### config.mk
export PLATFORM = sky130hd
export DESIGN_NAME = otpa_out_stage
export DESIGN_NICKNAME = d
export VERILOG_FILES = /design/src/hdl/otpa_pkg.sv /design/src/hdl/otpa_out_stage.sv
export SDC_FILE = /design/constraint.sdc
export NUM_CORES = 1
export LEC_CHECK = 0
export BUFFER_PORTS_ARGS = -buffer_cell sky130_fd_sc_hd__buf_2
export CAP_MARGIN = 20
export CELL_PAD_IN_SITES_DETAIL_PLACEMENT = 1
export CELL_PAD_IN_SITES_GLOBAL_PLACEMENT = 2
export CORE_AREA = 5 5 203 205
export CTS_CLUSTER_DIAMETER = 50
export DETAILED_ROUTE_END_ITERATION = 8
export DIE_AREA = 0 0 208 210
export GPL_TIMING_DRIVEN = 0
export PLACE_DENSITY = 0.71
export SYNTH_ARGS = -nofsm -noshare
export SYNTH_HDL_FRONTEND = slang
export SYNTH_SLANG_ARGS = --single-unit
### constraint.sdc
create_clock -name i_clk -period 35.9 [get_ports i_clk]
set_input_delay 5.385 -clock i_clk [delete_from_list [all_inputs] [get_ports i_clk]]
set_output_delay 5.385 -clock i_clk [all_outputs]
set_load 0.02 [all_outputs]
### src/hdl/otpa_pkg.sv
// Package for the int8 outer-product tile accumulator.
// Holds widths, action and register codes, and the transaction structs.
// No dependencies.
`default_nettype none

package otpa_pkg;

    localparam int LANES        = 8;
    localparam int BYTE_W       = 8;
    localparam int PROD_W       = 2 * BYTE_W;
    localparam int SUM_W        = 32;
    localparam int CFG_W        = 4;
    localparam int ROW_W        = 3;
    localparam int ACT_W        = 2;
    localparam int CFG_IDX_W    = 1;
    localparam int DEF_TILE_DIM = 8;

    localparam logic [CFG_W-1:0] CFG_RESET_COUNT = CFG_W'(8);

    typedef enum logic [ACT_W-1:0] {
        ACT_CLEAR = 2'd0,
        ACT_ACCUM = 2'd1,
        ACT_READ  = 2'd2
    } t_action;

    typedef enum logic [CFG_IDX_W-1:0] {
        REG_ROWS_IN_USE = 1'd0,
        REG_COLS_IN_USE = 1'd1
    } t_reg_idx;

    typedef struct packed {
        logic [ACT_W-1:0]        action;
        logic [LANES*BYTE_W-1:0] a_column;
        logic [LANES*BYTE_W-1:0] b_row;
        logic [ROW_W-1:0]        read_row;
    } t_in_item;

    typedef struct packed {
        logic [ROW_W-1:0]        row_index;
        logic signed [SUM_W-1:0] sum_lane0;
        logic signed [SUM_W-1:0] sum_lane1;
        logic signed [SUM_W-1:0] sum_lane2;
        logic signed [SUM_W-1:0] sum_lane3;
        logic signed [SUM_W-1:0] sum_lane4;
        logic signed [SUM_W-1:0] sum_lane5;
        logic signed [SUM_W-1:0] sum_lane6;
        logic signed [SUM_W-1:0] sum_lane7;
    } t_out_item;

    typedef struct packed {
        logic clear;
        logic accum;
    } t_tile_ctrl;

endpackage

`default_nettype wire

### src/hdl/otpa_out_stage.sv
// Output register for result transactions, held while the receiver stalls.
// Depends on otpa_pkg.
`default_nettype none

module otpa_out_stage (
    input  wire logic                i_clk,
    input  wire logic                i_rst_n,
    input  wire logic                i_load,
    input  wire otpa_pkg::t_out_item i_item,
    input  wire logic                i_stall,
    output logic                     o_valid,
    output otpa_pkg::t_out_item      o_item,
    output logic                     o_busy
);
    import otpa_pkg::*;

    logic      r_valid;
    t_out_item r_item;

    assign o_busy  = r_valid && i_stall;
    assign o_valid = r_valid;
    assign o_item  = r_item;

    always_ff @(posedge i_clk) begin
        if (!i_rst_n) begin
            r_valid <= 1'b0;
        end else if (!o_busy) begin
            r_valid <= i_load;
        end
    end

    always_ff @(posedge i_clk) begin
        if (!o_busy && i_load) begin
            r_item <= i_item;
        end
    end

endmodule

`default_nettype wire

==> results.py <==
metrics = {
    "worst_setup_path": {
        "arrival_ps": 5800,
        "worst_ep_required_time_ps": 30510,
        "cp-end-kind": "output pin",
        "path_max_fanout": 3,
        "critPathKind": "in2out",
        "cp-start-kind": "primary input",
    },
    "clock_tree": {
        "ctsHoldBuffers": 0,
        "cts_resized": 0,
        "cts_root_buf": "clkbuf_16",
        "post-cts-setup-buffer-count": 0,
        "cts_made_buffers": 39,
        "htreeDepth": 2,
        "clock_path_buffers": 3,
        "clock_latency_ps": 520,
        "clock_sinks": 260,
        "cts_tree": "built",
        "cts.clk_slew.worst_paths_ps": 60,
    },
    "power_and_ir_drop": {
        "combPwrFrac_pct": 8.3,
        "p_seq_share_pct": 45.6,
        "switching_share_pct": 23.8,
        "p_per_area_mw_per_mm2": 63.0,
        "p_leak_nw": 5.29,
        "p_int_uw": 602,
        "clockPowerShare_pct": 46.1,
        "p_switching_uw": 188,
        "peakVddDrop_uv": 29.1,
    },
    "floorplan": {
        "die_x_um": 208,
        "die_h_um": 210,
        "design.die.area_mm2": 0.0437,
        "fp.coreArea_mm2": 0.0393,
        "rows": 73,
        "initial_core_util_pct": 19.9,
        "io_pins": 524,
    },
    "job": {
        "max-cap-violations": 0,
    },
    "timing": {
        "worst_pin_slew_ps": 801,
        "rsz0062_at_grt": "no",
        "finalSetupTns_ps": 0,
        "skew_ps": 9.94,
        "hold_violations": 0,
        "slew_viol_final": 0,
        "fin_crit_sh_pct": 31.1,
        "clock.fmax_ghz": 0.0894,
        "min_period_ps": 11180,
        "setup_viol": 0,
        "relSlewSlack_pct": 46.5,
    },
    "global_routing": {
        "grt_usage_pct": 11.1,
        "grt_pass1_wl_um": 36200,
        "grt_max_degree": 38,
        "first_global_vias": 5584,
        "antenna_found_initial": 12,
        "grt_remaining_overflow": 0,
    },
    "run_status": {
        "status": "complete, no violations",
    },
    "route": {
        "via_per_inst": 3.60,
        "routedWlPerCell_um": 18.5,
        "route.vias.total": 5004,
        "dr.pass1.iters": 4,
        "ant_nets": 0,
        "wl_um": 25700,
        "drtIter0Drc": 202,
        "drc": 0,
    },
    "layout": {
        "drive_above_1_share_pct": 68.5,
        "fillerInstances": 4247,
        "fin_area_mm2": 0.0125,
        "finalNetCount": 1098,
        "syn2layout_area_growth_pct": 60.5,
    },
    "logic_synthesis": {
        "ys_ff_latch": 260,
        "netlist_area_mm2": 0.00782,
        "syn_inst": 263,
        "synthesis.nets": 526,
        "ys_seq_area_share_pct": 99.7,
        "avgSynthCellArea_um2": 29.7,
        "synth_cell_types": 5,
        "yosys_warnings": 0,
    },
    "placed_design": {
        "io_buffers": 523,
        "placed_cell_area_mm2": 0.0113,
        "dp_hpwl_um": 20600,
        "gp_congestion": 0.789,
    },
    "min_path": {
        "hp-class": "reg2reg",
    },
}
-- routing by layer --
| metal | wire length, um | track usage (%) | up-vias |
|---|---|---|---|
| met5 | 87 | 0 | - |
| met4 | 703 | 4.53 | 14 |
| met3 | 2760 | 5.24 | 61 |
| met2 | 12900 | 19.0 | 291 |
| met1 | 9210 | 11.9 | 2401 |
| li1 | - | - | 2237 |
-- final timing paths --
check | startpoint | endpoint | slack [ps] | cells past startpoint
min | o_valid | o_valid | 610 | 2
max reg2reg | o_valid | o_item[34] | 33460 | 6
min reg2reg | o_valid | o_valid | 610 | 2
max | i_stall | o_busy | 24720 | 3
-- layout by cell type (no fill, tap or decap) --
| cell type | Yosys | routed |
|---|---|---|
| dfxtp_1 | 1 | 1 |
| clkinv_1 | 0 | 7 |
| inv_8 | 0 | 4 |
| buf_12 | 0 | 6 |
| diode_2 | 0 | 1 |
| and2_4 | 1 | 1 |
| clkbuf_16 | 0 | 40 |
| buf_16 | 0 | 2 |
| edfxtp_1 | 259 | 259 |
| buf_2 | 0 | 523 |
| nor2b_4 | 0 | 1 |
| o21a_1 | 1 | 1 |
| clkinv_2 | 0 | 2 |
| clkinv_8 | 0 | 2 |
| clkbuf_1 | 0 | 4 |
| bufinv_16 | 0 | 2 |
| inv_6 | 0 | 6 |
| clkinv_4 | 0 | 3 |
-- worst max-delay path, cell delays in order --
cell	delay, ps
buf_2	90
and2_4	160
buf_2	160
-- flip-flops by register name, summed over array words and instances (netlist names) --
| name | cells |
|---|---|
| o_item | 259 |
| o_valid | 1 |
-- power groups by stage --
stage / Clock [mW] / Combinational, mW / Sequential (mW)
floorplan: 0 / 0.00542 / 0.396
CTS: 0.377 / 0.0674 / 0.360
global route: 0.393 / 0.0700 / 0.362
detailed placement: 0 / 0.0674 / 0.366
finish: 0.364 / 0.0658 / 0.360
global placement: 0 / 0.0628 / 0.376
-- metrics by stage --
step	std cells	hold WS (ps)	util, %	setup WS, ps	total power [mW]
after floorplan	263	749	-	17970	0.402
after global routing	1389	630	31.9	24710	0.824
final	1390	615	31.9	24720	0.790
after CTS	1389	614	31.9	24720	0.805
after detailed placement	1319	600	28.7	24720	0.434
after global placement	1311	568	28.2	13470	0.439
-- final cells by class --
type                       instances  area, um^2  area share (%)
antenna                            1        2.50          0.0199
timing repair buffer             531        2790            22.3
clock inverter                    26         253            2.01
tap                              525         657            5.23
multi-input combinational          3        30.0           0.239
sequential                       260        7800            62.1
clock buffer                      44        1020            8.10
-- synth_stat cells, drive strengths merged --
| cell type | count | area, um^2 |
|---|---|---|
| and2 | 1 | 8.76 |
| edfxtp | 259 | 7780 |
| dfxtp | 1 | 20.0 |
| o21a | 1 | 7.51 |
| nor2b | 1 | 6.26 |
-- cell families (layout without fill, tap and decap cells) --
group | count (synthesis) | count (layout) | synth area share, %
buffers and inverters | 0 | 601 | 0
other | 0 | 1 | 0
flip-flops | 260 | 260 | 99.7
AND/OR/NAND/NOR | 2 | 2 | 0.192
AO/OA/AOI/OAI | 1 | 1 | 0.0960
(Power assumes the default switching activity.)
